### config.mk
export PLATFORM = sky130hd
export DESIGN_NAME = touch_pad_press_qualifier_unit
export DESIGN_NICKNAME = d
export VERILOG_FILES = /design/src/sv/tpq_pkg.sv /design/src/sv/tpq_cell.sv /design/src/sv/tpq_div6.sv /design/src/sv/touch_pad_press_qualifier_unit.sv
export SDC_FILE = /design/constraint.sdc
export NUM_CORES = 1
export LEC_CHECK = 0
export ABC_AREA = 1
export BUFFER_PORTS_ARGS = -buffer_cell sky130_fd_sc_hd__buf_2
export CELL_PAD_IN_SITES_DETAIL_PLACEMENT = 1
export CELL_PAD_IN_SITES_GLOBAL_PLACEMENT = 1
export CORE_MARGIN = 2
export CORE_UTILIZATION = 39
export CTS_CLUSTER_DIAMETER = 120
export DETAILED_ROUTE_END_ITERATION = 10
export PLACE_DENSITY = 0.76
export SYNTH_ARGS = -nofsm -noshare
export SYNTH_HDL_FRONTEND = slang
export SYNTH_SLANG_ARGS = --single-unit
export TNS_END_PERCENT = 50
### constraint.sdc
create_clock -name clk -period 12.9 [get_ports clk]
set_input_delay 1.935 -clock clk [delete_from_list [all_inputs] [get_ports clk]]
set_output_delay 1.935 -clock clk [all_outputs]
set_load 0.005 [all_outputs]
### src/sv/tpq_pkg.sv
package tpq_pkg;

  // sample and calibration geometry
  localparam int SAMPLE_W  = 16;
  localparam int CAL_N     = 10;
  localparam int CNT_W     = 4;
  localparam int RANK_LO   = 2;
  localparam int AVG_N     = 6;
  localparam int SUM_W     = SAMPLE_W + 3;
  localparam int SUMCNT_W  = 3;
  localparam int GRP_SHORT = 3;
  localparam int GRP_LONG  = 6;
  localparam int SCNT_W    = 3;
  localparam int LOCK_W    = 2;
  localparam int LOCK_SET  = 3;

  // configuration register indexes
  localparam int CFG_IDX_W = 2;
  localparam logic [CFG_IDX_W-1:0] REG_GATE   = 2'd0;
  localparam logic [CFG_IDX_W-1:0] REG_FSCALE = 2'd1;
  localparam logic [CFG_IDX_W-1:0] REG_CONT   = 2'd2;

  // command and event codes
  localparam logic CMD_CAL  = 1'b0;
  localparam logic CMD_SCAN = 1'b1;
  localparam logic EV_CAL   = 1'b0;
  localparam logic EV_SCAN  = 1'b1;

  typedef struct packed {
    logic                cmd;
    logic [SAMPLE_W-1:0] charge_time;
  } tpq_in_t;

  typedef struct packed {
    logic                event_kind;
    logic                pressed;
    logic                calib_fail;
    logic [SAMPLE_W-1:0] baseline_out;
    logic [SAMPLE_W-1:0] scan_peak_out;
  } tpq_out_t;

  typedef enum logic [1:0] {
    CELL_HOLD   = 2'd0,
    CELL_INSERT = 2'd1,
    CELL_SHIFT  = 2'd2
  } cell_op_t;

  // broadcast to every cell of the chain
  typedef struct packed {
    cell_op_t            op;
    logic [SAMPLE_W-1:0] sample;
  } cell_ctl_t;

  // handed from one cell to its neighbor
  typedef struct packed {
    logic [SAMPLE_W-1:0] value;
    logic                take;
  } cell_link_t;

endpackage

### src/sv/tpq_cell.sv
module tpq_cell (
  input  logic                          clk,
  input  tpq_pkg::cell_ctl_t            ctl,
  input  logic                          empty,
  input  tpq_pkg::cell_link_t           lnk_prev,
  input  logic [tpq_pkg::SAMPLE_W-1:0]  next_val,
  output tpq_pkg::cell_link_t           lnk_out
);
  import tpq_pkg::*;

  logic [SAMPLE_W-1:0] val_r;
  logic [SAMPLE_W-1:0] val_nxt;
  logic                take;

  // new sample belongs at or below this slot
  assign take = empty || (ctl.sample < val_r);

  always_comb begin
    case (ctl.op)
      CELL_INSERT: begin
        if (lnk_prev.take) begin
          val_nxt = lnk_prev.value;
        end else if (take) begin
          val_nxt = ctl.sample;
        end else begin
          val_nxt = val_r;
        end
      end
      CELL_SHIFT: val_nxt = next_val;
      default:    val_nxt = val_r;
    endcase
  end

  always_ff @(posedge clk) begin
    val_r <= val_nxt;
  end

  assign lnk_out.value = val_r;
  assign lnk_out.take  = take;

endmodule

### src/sv/tpq_div6.sv
module tpq_div6 (
  input  logic                          clk,
  input  logic                          rst_n,
  input  logic                          start,
  input  logic [tpq_pkg::SUM_W-1:0]     dividend,
  output logic                          done,
  output logic [tpq_pkg::SAMPLE_W-1:0]  quot
);
  import tpq_pkg::*;

  // floor(x / 6) equals (x * ceil(2^22 / 6)) >> 22 for every x below 2^21
  localparam int                 RECIP_SH = 22;
  localparam int                 RECIP_W  = 20;
  localparam logic [RECIP_W-1:0] RECIP_K  = 20'd699051;
  localparam int                 PROD_W   = RECIP_SH + SAMPLE_W;

  logic                busy_r, busy_nxt;
  logic                done_r, done_nxt;
  logic [SUM_W-1:0]    div_r, div_nxt;
  logic [SAMPLE_W-1:0] q_r, q_nxt;
  logic [PROD_W-1:0]   prod;

  // sum of six samples times the reciprocal stays below 2^38
  assign prod = PROD_W'(div_r) * PROD_W'(RECIP_K);

  // latch the sum, then register the quotient taken from the multiply
  always_comb begin
    busy_nxt = 1'b0;
    done_nxt = 1'b0;
    div_nxt  = div_r;
    q_nxt    = q_r;
    if (start) begin
      busy_nxt = 1'b1;
      div_nxt  = dividend;
    end else if (busy_r) begin
      done_nxt = 1'b1;
      q_nxt    = prod[PROD_W-1:RECIP_SH];
    end
  end

  always_ff @(posedge clk) begin
    if (!rst_n) begin
      busy_r <= 1'b0;
      done_r <= 1'b0;
    end else begin
      busy_r <= busy_nxt;
      done_r <= done_nxt;
    end
    div_r <= div_nxt;
    q_r   <= q_nxt;
  end

  assign done = done_r;
  assign quot = q_r;

endmodule

### src/sv/touch_pad_press_qualifier_unit.sv
// Touch pad press qualifier. Calibration samples (cmd 0) are collected ten
// to a round in a row of ten sorting cells: every sample is inserted in
// order, each cell either keeping its value, taking the new sample or
// taking its lower neighbor's value. After the tenth sample the row shifts
// down six times while an accumulator picks up ranks 2 to 7, and a
// reciprocal multiply divides the sum by six to give the new baseline;
// calib_fail flags a baseline above full_scale/2. Scan samples (cmd 1) are
// reduced to a peak over groups of 3, or 6 in continuous mode; a group
// reports a press when its peak exceeds baseline + gate_threshold and the
// lockout is zero, after which the lockout holds off further presses for
// the next two groups (continuous mode disregards it). A scan sample or
// one of the first nine calibration samples leaves the input ready for the
// next item whenever the output register is free; the tenth calibration
// sample keeps the input stalled through the rank sum, the divide, which
// loads the baseline, and the loading of the result into the output
// register. The result sits in an output register; a new item is taken in
// the same cycle the waiting result transfers out. Configuration is written
// through a plain write port with no read-back; index 3 is ignored.
module touch_pad_press_qualifier_unit (
  input  logic                            clk,
  input  logic                            rst_n,
  // input channel
  input  logic                            in_valid,
  output logic                            in_ready,
  input  tpq_pkg::tpq_in_t                in_data,
  // result channel
  output logic                            out_valid,
  input  logic                            out_ready,
  output tpq_pkg::tpq_out_t               out_data,
  // configuration
  input  logic                            cfg_we,
  input  logic [tpq_pkg::CFG_IDX_W-1:0]   cfg_idx,
  input  logic [tpq_pkg::SAMPLE_W-1:0]    cfg_wdata
);
  import tpq_pkg::*;

  typedef enum logic [3:0] {
    ST_IDLE = 4'b0001,   // taking samples
    ST_SUM  = 4'b0010,   // shifting ranks 2..7 into the accumulator
    ST_DIV  = 4'b0100,   // divide by six
    ST_EMIT = 4'b1000    // waiting for the output register
  } state_t;

  state_t state_r, state_nxt;

  // configuration registers
  logic [SAMPLE_W-1:0] gate_r;
  logic [SAMPLE_W-1:0] fscale_r;
  logic                cont_r;

  // block state
  logic [CNT_W-1:0]    cal_cnt_r, cal_cnt_nxt;
  logic [SAMPLE_W-1:0] baseline_r, baseline_nxt;
  logic [SAMPLE_W-1:0] scan_peak_r, scan_peak_nxt;
  logic [SCNT_W-1:0]   scan_cnt_r, scan_cnt_nxt;
  logic [LOCK_W-1:0]   lock_r, lock_nxt;
  logic [SUM_W-1:0]    acc_r, acc_nxt;
  logic [SUMCNT_W-1:0] sum_cnt_r, sum_cnt_nxt;

  // output register
  logic                out_valid_r, out_valid_nxt;
  tpq_out_t            out_data_r, out_data_nxt;

  logic                out_free;
  logic                in_xfer;
  logic                cal_xfer;
  logic                scan_xfer;

  // scan datapath
  logic [SAMPLE_W-1:0] peak_base;
  logic [SAMPLE_W-1:0] peak_new;
  logic [SCNT_W-1:0]   scan_inc;
  logic [SCNT_W-1:0]   grp_size;
  logic                grp_end;
  logic [SAMPLE_W:0]   level;
  logic                over;
  logic [LOCK_W-1:0]   lock_base;
  logic                press;

  // sorting row
  cell_ctl_t           cell_ctl;
  cell_link_t          lnk [CAL_N];
  logic                last_cal;

  // divider
  logic                div_start;
  logic                div_done;
  logic [SAMPLE_W-1:0] div_quot;

  assign out_free  = !out_valid_r || out_ready;
  assign in_ready  = (state_r == ST_IDLE) && out_free;
  assign in_xfer   = in_valid && in_ready;
  assign cal_xfer  = in_xfer && (in_data.cmd == CMD_CAL);
  assign scan_xfer = in_xfer && (in_data.cmd == CMD_SCAN);
  assign last_cal  = (cal_cnt_r == CNT_W'(CAL_N - 1));

  // ---------------------------------------------------------------------
  // configuration writes
  // ---------------------------------------------------------------------
  always_ff @(posedge clk) begin
    if (!rst_n) begin
      gate_r   <= SAMPLE_W'(100);
      fscale_r <= '1;
      cont_r   <= 1'b0;
    end else if (cfg_we) begin
      case (cfg_idx)
        REG_GATE:   gate_r   <= cfg_wdata;
        REG_FSCALE: fscale_r <= cfg_wdata;
        REG_CONT:   cont_r   <= cfg_wdata[0];
        default:    ;
      endcase
    end
  end

  // ---------------------------------------------------------------------
  // scan group: running peak, threshold and lockout
  // ---------------------------------------------------------------------
  assign peak_base = (scan_cnt_r == '0) ? '0 : scan_peak_r;
  assign peak_new  = (in_data.charge_time > peak_base) ? in_data.charge_time : peak_base;
  assign scan_inc  = scan_cnt_r + 1'b1;
  assign grp_size  = cont_r ? SCNT_W'(GRP_LONG) : SCNT_W'(GRP_SHORT);
  assign grp_end   = scan_inc >= grp_size;
  // compare one bit wider so baseline + gate cannot wrap
  assign level     = {1'b0, baseline_r} + {1'b0, gate_r};
  assign over      = {1'b0, peak_new} > level;
  assign lock_base = cont_r ? '0 : lock_r;
  assign press     = over && (lock_base == '0);

  // ---------------------------------------------------------------------
  // sorting row of calibration cells
  // ---------------------------------------------------------------------
  always_comb begin
    cell_ctl.sample = in_data.charge_time;
    if (cal_xfer) begin
      cell_ctl.op = CELL_INSERT;
    end else if (state_r == ST_SUM) begin
      cell_ctl.op = CELL_SHIFT;
    end else begin
      cell_ctl.op = CELL_HOLD;
    end
  end

  for (genvar i = 0; i < CAL_N; i++) begin : g_cell
    cell_link_t          prev_lnk;
    logic [SAMPLE_W-1:0] next_val;
    logic                empty;

    // slots at or beyond the fill count hold nothing of this round
    assign empty = (CNT_W'(i) >= cal_cnt_r);

    if (i == 0) begin : g_head
      assign prev_lnk = '{value: '0, take: 1'b0};
    end else begin : g_body
      assign prev_lnk = lnk[i-1];
    end

    if (i == CAL_N - 1) begin : g_tail
      assign next_val = '0;
    end else begin : g_inner
      assign next_val = lnk[i+1].value;
    end

    tpq_cell u_cell (
      .clk      (clk),
      .ctl      (cell_ctl),
      .empty    (empty),
      .lnk_prev (prev_lnk),
      .next_val (next_val),
      .lnk_out  (lnk[i])
    );
  end

  // ---------------------------------------------------------------------
  // divide the rank sum by six
  // ---------------------------------------------------------------------
  tpq_div6 u_div (
    .clk      (clk),
    .rst_n    (rst_n),
    .start    (div_start),
    .dividend (acc_nxt),
    .done     (div_done),
    .quot     (div_quot)
  );

  // ---------------------------------------------------------------------
  // sequencer and output register
  // ---------------------------------------------------------------------
  always_comb begin
    state_nxt     = state_r;
    cal_cnt_nxt   = cal_cnt_r;
    baseline_nxt  = baseline_r;
    scan_peak_nxt = scan_peak_r;
    scan_cnt_nxt  = scan_cnt_r;
    lock_nxt      = lock_r;
    acc_nxt       = acc_r;
    sum_cnt_nxt   = sum_cnt_r;
    div_start     = 1'b0;
    out_valid_nxt = out_valid_r && !out_ready;
    out_data_nxt  = out_data_r;

    case (state_r)
      ST_IDLE: begin
        if (cal_xfer) begin
          if (last_cal) begin
            cal_cnt_nxt = '0;
            acc_nxt     = '0;
            sum_cnt_nxt = '0;
            state_nxt   = ST_SUM;
          end else begin
            cal_cnt_nxt = cal_cnt_r + 1'b1;
          end
        end else if (scan_xfer) begin
          scan_peak_nxt = peak_new;
          if (grp_end) begin
            scan_cnt_nxt = '0;
            if (over) begin
              lock_nxt = LOCK_W'(LOCK_SET - 1);
            end else if (lock_base != '0) begin
              lock_nxt = lock_base - 1'b1;
            end else begin
              lock_nxt = lock_base;
            end
            out_valid_nxt              = 1'b1;
            out_data_nxt.event_kind    = EV_SCAN;
            out_data_nxt.pressed       = press;
            out_data_nxt.calib_fail    = 1'b0;
            out_data_nxt.baseline_out  = baseline_r;
            out_data_nxt.scan_peak_out = peak_new;
          end else begin
            scan_cnt_nxt = scan_inc;
          end
        end
      end
      ST_SUM: begin
        // cell at rank 2 walks through ranks 2..7 as the row shifts down
        acc_nxt     = acc_r + SUM_W'(lnk[RANK_LO].value);
        sum_cnt_nxt = sum_cnt_r + 1'b1;
        if (sum_cnt_r == SUMCNT_W'(AVG_N - 1)) begin
          div_start = 1'b1;
          state_nxt = ST_DIV;
        end
      end
      ST_DIV: begin
        if (div_done) begin
          baseline_nxt = div_quot;
          state_nxt    = ST_EMIT;
        end
      end
      ST_EMIT: begin
        if (out_free) begin
          out_valid_nxt              = 1'b1;
          out_data_nxt.event_kind    = EV_CAL;
          out_data_nxt.pressed       = 1'b0;
          out_data_nxt.calib_fail    = baseline_r > {1'b0, fscale_r[SAMPLE_W-1:1]};
          out_data_nxt.baseline_out  = baseline_r;
          out_data_nxt.scan_peak_out = '0;
          state_nxt                  = ST_IDLE;
        end
      end
      default: state_nxt = ST_IDLE;
    endcase
  end

  always_ff @(posedge clk) begin
    if (!rst_n) begin
      state_r     <= ST_IDLE;
      cal_cnt_r   <= '0;
      baseline_r  <= '0;
      scan_peak_r <= '0;
      scan_cnt_r  <= '0;
      lock_r      <= '0;
      sum_cnt_r   <= '0;
      out_valid_r <= 1'b0;
    end else begin
      state_r     <= state_nxt;
      cal_cnt_r   <= cal_cnt_nxt;
      baseline_r  <= baseline_nxt;
      scan_peak_r <= scan_peak_nxt;
      scan_cnt_r  <= scan_cnt_nxt;
      lock_r      <= lock_nxt;
      sum_cnt_r   <= sum_cnt_nxt;
      out_valid_r <= out_valid_nxt;
    end
    acc_r      <= acc_nxt;
    out_data_r <= out_data_nxt;
  end

  assign out_valid = out_valid_r;
  assign out_data  = out_data_r;

`ifndef SYNTHESIS
  // fill count never reaches a full round; the tenth sample starts the average
  a_cal_cnt_range: assert property (@(posedge clk) disable iff (!rst_n)
    cal_cnt_r < CNT_W'(CAL_N))
    else $error("calibration fill count out of range");

  // lockout is left at least one below its set value after a group
  a_lock_range: assert property (@(posedge clk) disable iff (!rst_n)
    lock_r != LOCK_W'(LOCK_SET))
    else $error("lockout holds its set value");

  // the sequencer leaves the divide state only on the divider's done
  a_div_wait: assert property (@(posedge clk) disable iff (!rst_n)
    (state_r == ST_DIV) && !div_done |=> (state_r == ST_DIV))
    else $error("left divide state early");

  // only scan results report a press
  a_press_kind: assert property (@(posedge clk) disable iff (!rst_n)
    out_valid_r && out_data_r.pressed |-> (out_data_r.event_kind == EV_SCAN))
    else $error("press on calibration result");
`endif

endmodule

* Word level (Yosys, flattened, before mapping)
Cells that the tools add are included.
Storage, ports and cells: register bits after elaboration 333, output and inout bits 37
Cells by class: add/sub/neg operators 6, multiply operators 1, magnitude comparators 24, equality and inequality tests 28, mux-type cells 65, bitwise gates (word level) 4, reductions and logical operators 48
Operators by type and width (number):
- two-way mux 16 bit | 21
- case mux 16 bit (2 select lines) | 10
- < comparator 16 bit | 10
- two-way mux 35 bit | 4
- case mux 35 bit (2 select lines) | 1
- multiplier 19 x 20 -> 38 bit, second input constant | 1
- two-way mux 19 bit | 2
- case mux 19 bit (2 select lines) | 1
- AND reduction 2 bit | 16
- inequality test 3 x 1 -> 1 bit, second input constant | 9
- two-way mux 4 bit | 6
- adder 19 x 16 -> 19 bit | 1
- adder 16 x 16 -> 17 bit | 1
- > comparator 16 x 17 -> 1 bit | 1
- greater-or-equal comparator 3 x 4 -> 1 bit, first input constant | 4
- > comparator 16 x 15 -> 1 bit | 1
- > comparator 16 bit | 1
- case mux 4 bit (4 select lines) | 1
- two-way mux 3 bit | 4
- inequality test 2 bit, second input constant | 6
- logical OR 1 bit | 11
- two-way mux 2 bit | 5
- AND reduction 5 bit | 2
- == test 4 bit, second input constant | 2
- 26 further kinds | 55

* Logic depth before layout (Yosys ltp)
depth in word-level cells 10, depth in mapped cells 32, mapped depth without buffers 30

* Modules after synthesis
A second synthesis with hierarchy kept.
Unflattened totals: cell total of the unflattened synthesis 3546, area, all modules 27779.1 µm²
By module, submodules not included:
- tpq_cell | times used 10, cells an instance 162, area an instance 1238.7 µm²
- touch_pad_press_qualifier_unit | times used 1, cells an instance 1089, area an instance 8219.1 µm²
- tpq_div6 | times used 1, cells an instance 837, area an instance 7173.1 µm²

* Worst setup path before layout
OpenSTA, ideal clock, no wires.
path type in2reg, start point in out_ready, end point reg out_data_r (netlist bit out_data[0]), enable pin, setup time 481 ps, data arrival time 5156 ps, required time 12419 ps, setup slack 7263 ps, stages on the path 6, buffers on the path 0, path through nor2_1 -> nor2_2 -> nand2_2 -> nor2_4 -> nand2_1 -> a21boi_0
On the way: longest elaborated chain between the ends 6, elaborated cells on any way between the ends 9, those cells by class 3 x eq/ne; 6 x reduce/logical
Ends and longest elaborated chain:
- start, declared | line touch_pad_press_qualifier_unit.sv:28 | input logic out_ready,
- logical OR 1 bit (*) | line touch_pad_press_qualifier_unit.sv:90 | assign out_free = !out_valid_r || out_ready;
- logical AND 1 bit (*) | line touch_pad_press_qualifier_unit.sv:91 | assign in_ready = (state_r == ST_IDLE) && out_free;
- named net in_ready | line touch_pad_press_qualifier_unit.sv:24 | output logic in_ready,
- logical AND 1 bit (*) | line touch_pad_press_qualifier_unit.sv:92 | assign in_xfer = in_valid && in_ready;
- logical AND 1 bit (on tied branches) | line touch_pad_press_qualifier_unit.sv:94, touch_pad_press_qualifier_unit.sv:93
- inequality test 2 bit (no source line)
- AND reduction 5 bit (no source line) (*)
- end signal, assigned | line touch_pad_press_qualifier_unit.sv:285 | out_data_r <= out_data_nxt;
- end, declared | line touch_pad_press_qualifier_unit.sv:62 | tpq_out_t out_data_r, out_data_nxt;
Mark *: on every way through the listed nets, which the timed path passes. The rest lies on a longest branch. A chain may end at the register's enable or synchronous reset.

* Worst setup path in the final report
start point reg u_div.div_r[15], end point reg u_div.q_r[13], in the netlist u_div.quot[13] (data pin)
On the way: longest elaborated chain between the ends 1
Ends and longest elaborated chain:
- start, declared | line tpq_div6.sv:19 | logic [SUM_W-1:0] div_r, div_nxt;
- start signal, assigned | line tpq_div6.sv:49 | div_r <= div_nxt;
- multiplier 19 x 20 -> 38 bit | line tpq_div6.sv:24 | assign prod = PROD_W'(div_r) * PROD_W'(RECIP_K);
- named net u_div.prod[35] | line tpq_div6.sv:21 | logic [PROD_W-1:0] prod;
- end signal, assigned | line tpq_div6.sv:50 | q_r <= q_nxt;
- end, declared | line tpq_div6.sv:20 | logic [SAMPLE_W-1:0] q_r, q_nxt;
The timed path passes the listed nets, and every way through them passes these cells.

==> flow_metrics.py <==
metrics = {
    "status": {
        "status": "finished, final reports clean",
    },
    "detailed_routing": {
        "drt-pass1-iter-count": 7,
        "via_per_inst": 5.16,
        "vias": 23212,
        "drc": 0,
        "detail_route.wl_per_cell_um": 18.0,
        "drtAntennaViolNets": 0,
        "routed_wl_um": 80900,
        "drtIter0Drc": 1081,
    },
    "clock_tree": {
        "clk_latency_ps": 580,
        "hold_buffers": 0,
        "cts_buffers": 41,
        "path_clk_slew_ps": 60,
        "clkSinkCount": 332,
        "cts_tree": "built",
        "cts_max_level": 2,
        "root_buffer": "clkbuf_16",
        "cts_resized": 0,
        "clk_path_buf_depth": 3,
        "cts_setup_buffers": 0,
    },
    "power_and_ir_drop": {
        "vdd_drop_max_v": 0.0000772,
        "seq_power_share": 0.428,
        "netSwitchingPower_uw": 851,
        "p_sw_frac": 0.294,
        "p_per_area_nw_per_um2": 95.9,
        "comb_power_share": 0.161,
        "leakage_nw": 14.8,
        "p_int_mw": 2.04,
        "power_mw": 2.89,
        "clkPwrFrac": 0.411,
    },
    "setup_path": {
        "r2r_cells": 20,
        "rrSetupSlack_ps": 7220,
        "crit_path_start": "u_div.div_r[15]",
        "crit_type": "reg2reg",
        "critPathArrivalTime_ps": 6000,
        "rr_startpoint": "u_div.div_r[15]",
        "cp-start-kind": "register",
        "critPathCapture": "u_div.quot[13]",
        "crit_path_end_kind": "register",
        "cp_max_fo": 4,
        "r2r-end": "u_div.quot[13]",
        "worstPathRequired_ps": 13220,
    },
    "floorplanning": {
        "fp.dieW_um": 270,
        "core-area_sq_um": 69900,
        "start_util": 0.393,
        "top_level_ports": 77,
        "chipHeight_um": 270,
        "rows": 97,
        "die-area_sq_um": 72600,
    },
    "yosys": {
        "syn_inst": 3478,
        "yosys.area.top_type": "edfxtp_1",
        "synth_top_area_share": 0.251,
        "synth_fp_nets": 3989,
        "synth-edff-count": 230,
        "syn_area_per_cell_sq_um": 7.91,
        "syn-cell-area_sq_um": 27500,
        "synth-seq-cells": 332,
        "synthTopCellsByArea": "edfxtp_1 (25%), ha_1 (17%), nand2_1 (12%), inv_1 (7.6%), dfxtp_1 (7.4%)",
        "yosysSeqAreaShare": 0.325,
        "synth_warnings": 0,
        "ys_async_sr_fraction": 0,
        "synthFlopType": "edfxtp_1",
        "synth_cell_types": 56,
    },
    "final_layout": {
        "nets": 4039,
        "final_core_util": 0.431,
        "diodes": 0,
        "instances_no_fill": 4501,
        "design_area_sq_um": 30200,
        "drive_above_1_share": 0.0657,
        "syn_to_final_growth_pct": 9.65,
    },
    "global_routing": {
        "grtUsageTotal": 0.223,
        "grt_first_pass_wirelength_um": 131000,
        "grt_overflow_total": 0,
        "antenna_found_initial": 0,
        "grt_max_degree": 86,
        "grt_pass1_vias": 24501,
    },
    "placed_design": {
        "io_buffers": 76,
        "gp_congestion": 0.880,
        "place_ws_ps": 7220,
        "dp.cells": 4425,
        "dpl_cell_area_sq_um": 28800,
        "dp.final_hpwl_um": 64700,
    },
    "sta": {
        "final_max_slew_viol_count": 0,
        "rsz0062_at_grt": "no",
        "clock.fmax_mhz": 176,
        "skew_ps": 28.0,
        "fin_hold_ws_ps": 436,
        "setup_viol": 0,
        "fin_setup_tns_ps": 0,
        "worst_slew_pin_slew_ps": 1080,
        "period_minus_slack_ps": 5680,
        "finalWorstSetupSlack_ps": 7220,
        "period_share": 0.441,
        "finalHoldViolCount": 0,
        "max_slew_margin": 0.278,
    },
    "hold_path": {
        "worst_hold_path_type": "reg2reg",
    },
    "flow_run": {
        "maxCapViolations": 0,
    },
}
-- cells in the final DEF, fill, tap and decap left out, types with 9 or more instances in the layout --
cell type  instances
a21o_1            12
a21oi_1          237
buf_2             76
buf_4             23
clkbuf_16         44
clkinv_1          16
dfxtp_1          102
edfxtp_1         230
fa_1             102
ha_1             369
inv_1            558
nand2_1          851
nand2_2           23
nand3_1          387
nand4_1           16
nor2_1           184
nor2_2            12
nor3_1            30
o211ai_1          17
o21a_1             9
o21ai_0          110
o21ai_1           11
xnor2_1           10
xor2_1            18
-- kinds of logic after synthesis --
| logic type | share of synthesized area |
|---|---|
| buffers and inverters | 0.0961 |
| xor gates and xnor gates | 0.00892 |
| and+or+nand+nor | 0.239 |
| AOI/OAI and AO/OA | 0.0886 |
| DFF | 0.325 |
| adders and majority gates | 0.242 |
-- power groups by stage --
stage	Sequential [mW]	Combinational, mW	Clock, mW
2_1_floorplan	1.25	0.323	0
3_3_place_gp	1.26	0.448	0
3_5_place_dp	1.26	0.465	0
4_1_cts	1.24	0.468	1.22
5_1_grt	1.24	0.536	1.25
6_report	1.24	0.465	1.19
-- critical path, cell delays in order, from the launching register on --
cell      delay, ps
edfxtp_1        460
ha_1            340
inv_1            80
fa_1            490
inv_1           100
fa_1            680
inv_1           110
fa_1            550
inv_1            80
fa_1            530
inv_1            50
fa_1            520
inv_1            40
ha_1            330
nand2_1         110
o21ai_0         170
inv_1           100
o21ai_0         310
a31oi_1         180
nand3_1         110
nand2_1          70
-- metal layers --
metal / routed length [um] / vias up / global-route usage
li1: - / 11527 / -
met3: 2290 / 93 / 0.0243
met1: 36800 / 11297 / 0.285
met5: 0 / - / 0
met2: 40100 / 295 / 0.400
met4: 1710 / 0 / 0.0531
-- cells in the mapped netlist, drive strengths merged (3+ instances only) --
master and instances:
nand2 875, o211ai 18, a21oi 238, a211oi 9, nor4 8, a21o 12, or2 3, nor3 38
buf 53, fa 102, a31oi 6, dfxtp 102, o21a 9, nand3 389, nand3b 4, o21bai 8
clkbuf 39, xor2 18, xnor2 10, nand4 16, a21boi 4, o31a 4, o21ai 122, ha 369
inv 566, nor2 198, edfxtp 230, clkinv 15
-- flip-flops by register name, indices dropped and copies added, names as in the netlist, 3 cells and up --
name	cells
acc_r	19
out_data	35
cal_cnt_r	4
sum_cnt_r	3
u_div.quot	16
u_div.div_r	19
baseline_r	16
state_r	4
g_cell.u_cell.val_r	160
fscale_r	15
gate_r	16
scan_cnt_r	3
scan_peak_r	16
-- worst min-delay path by stage --
| stage | from | to | cells past startpoint | slack [ps] |
|---|---|---|---|---|
| floorplan | u_div.busy_r | u_div.done | 2 | 430 |
| global placement | u_div.busy_r | u_div.done | 2 | 440 |
| detailed placement | u_div.busy_r | u_div.done | 2 | 440 |
| CTS | u_div.busy_r | u_div.done | 2 | 440 |
| global route | u_div.busy_r | u_div.done | 2 | 470 |
| finish | u_div.busy_r | u_div.done | 2 | 440 |
-- final cells by class --
type	count	area (sq um)
repair buffers	99	553
fillers	8614	39800
multi-input cells	2473	15900
flip-flops and latches	332	8950
clock inverters	21	188
well taps	940	1180
inverters	581	2180
clock buffers	55	1170
(Power assumes the default switching activity.)
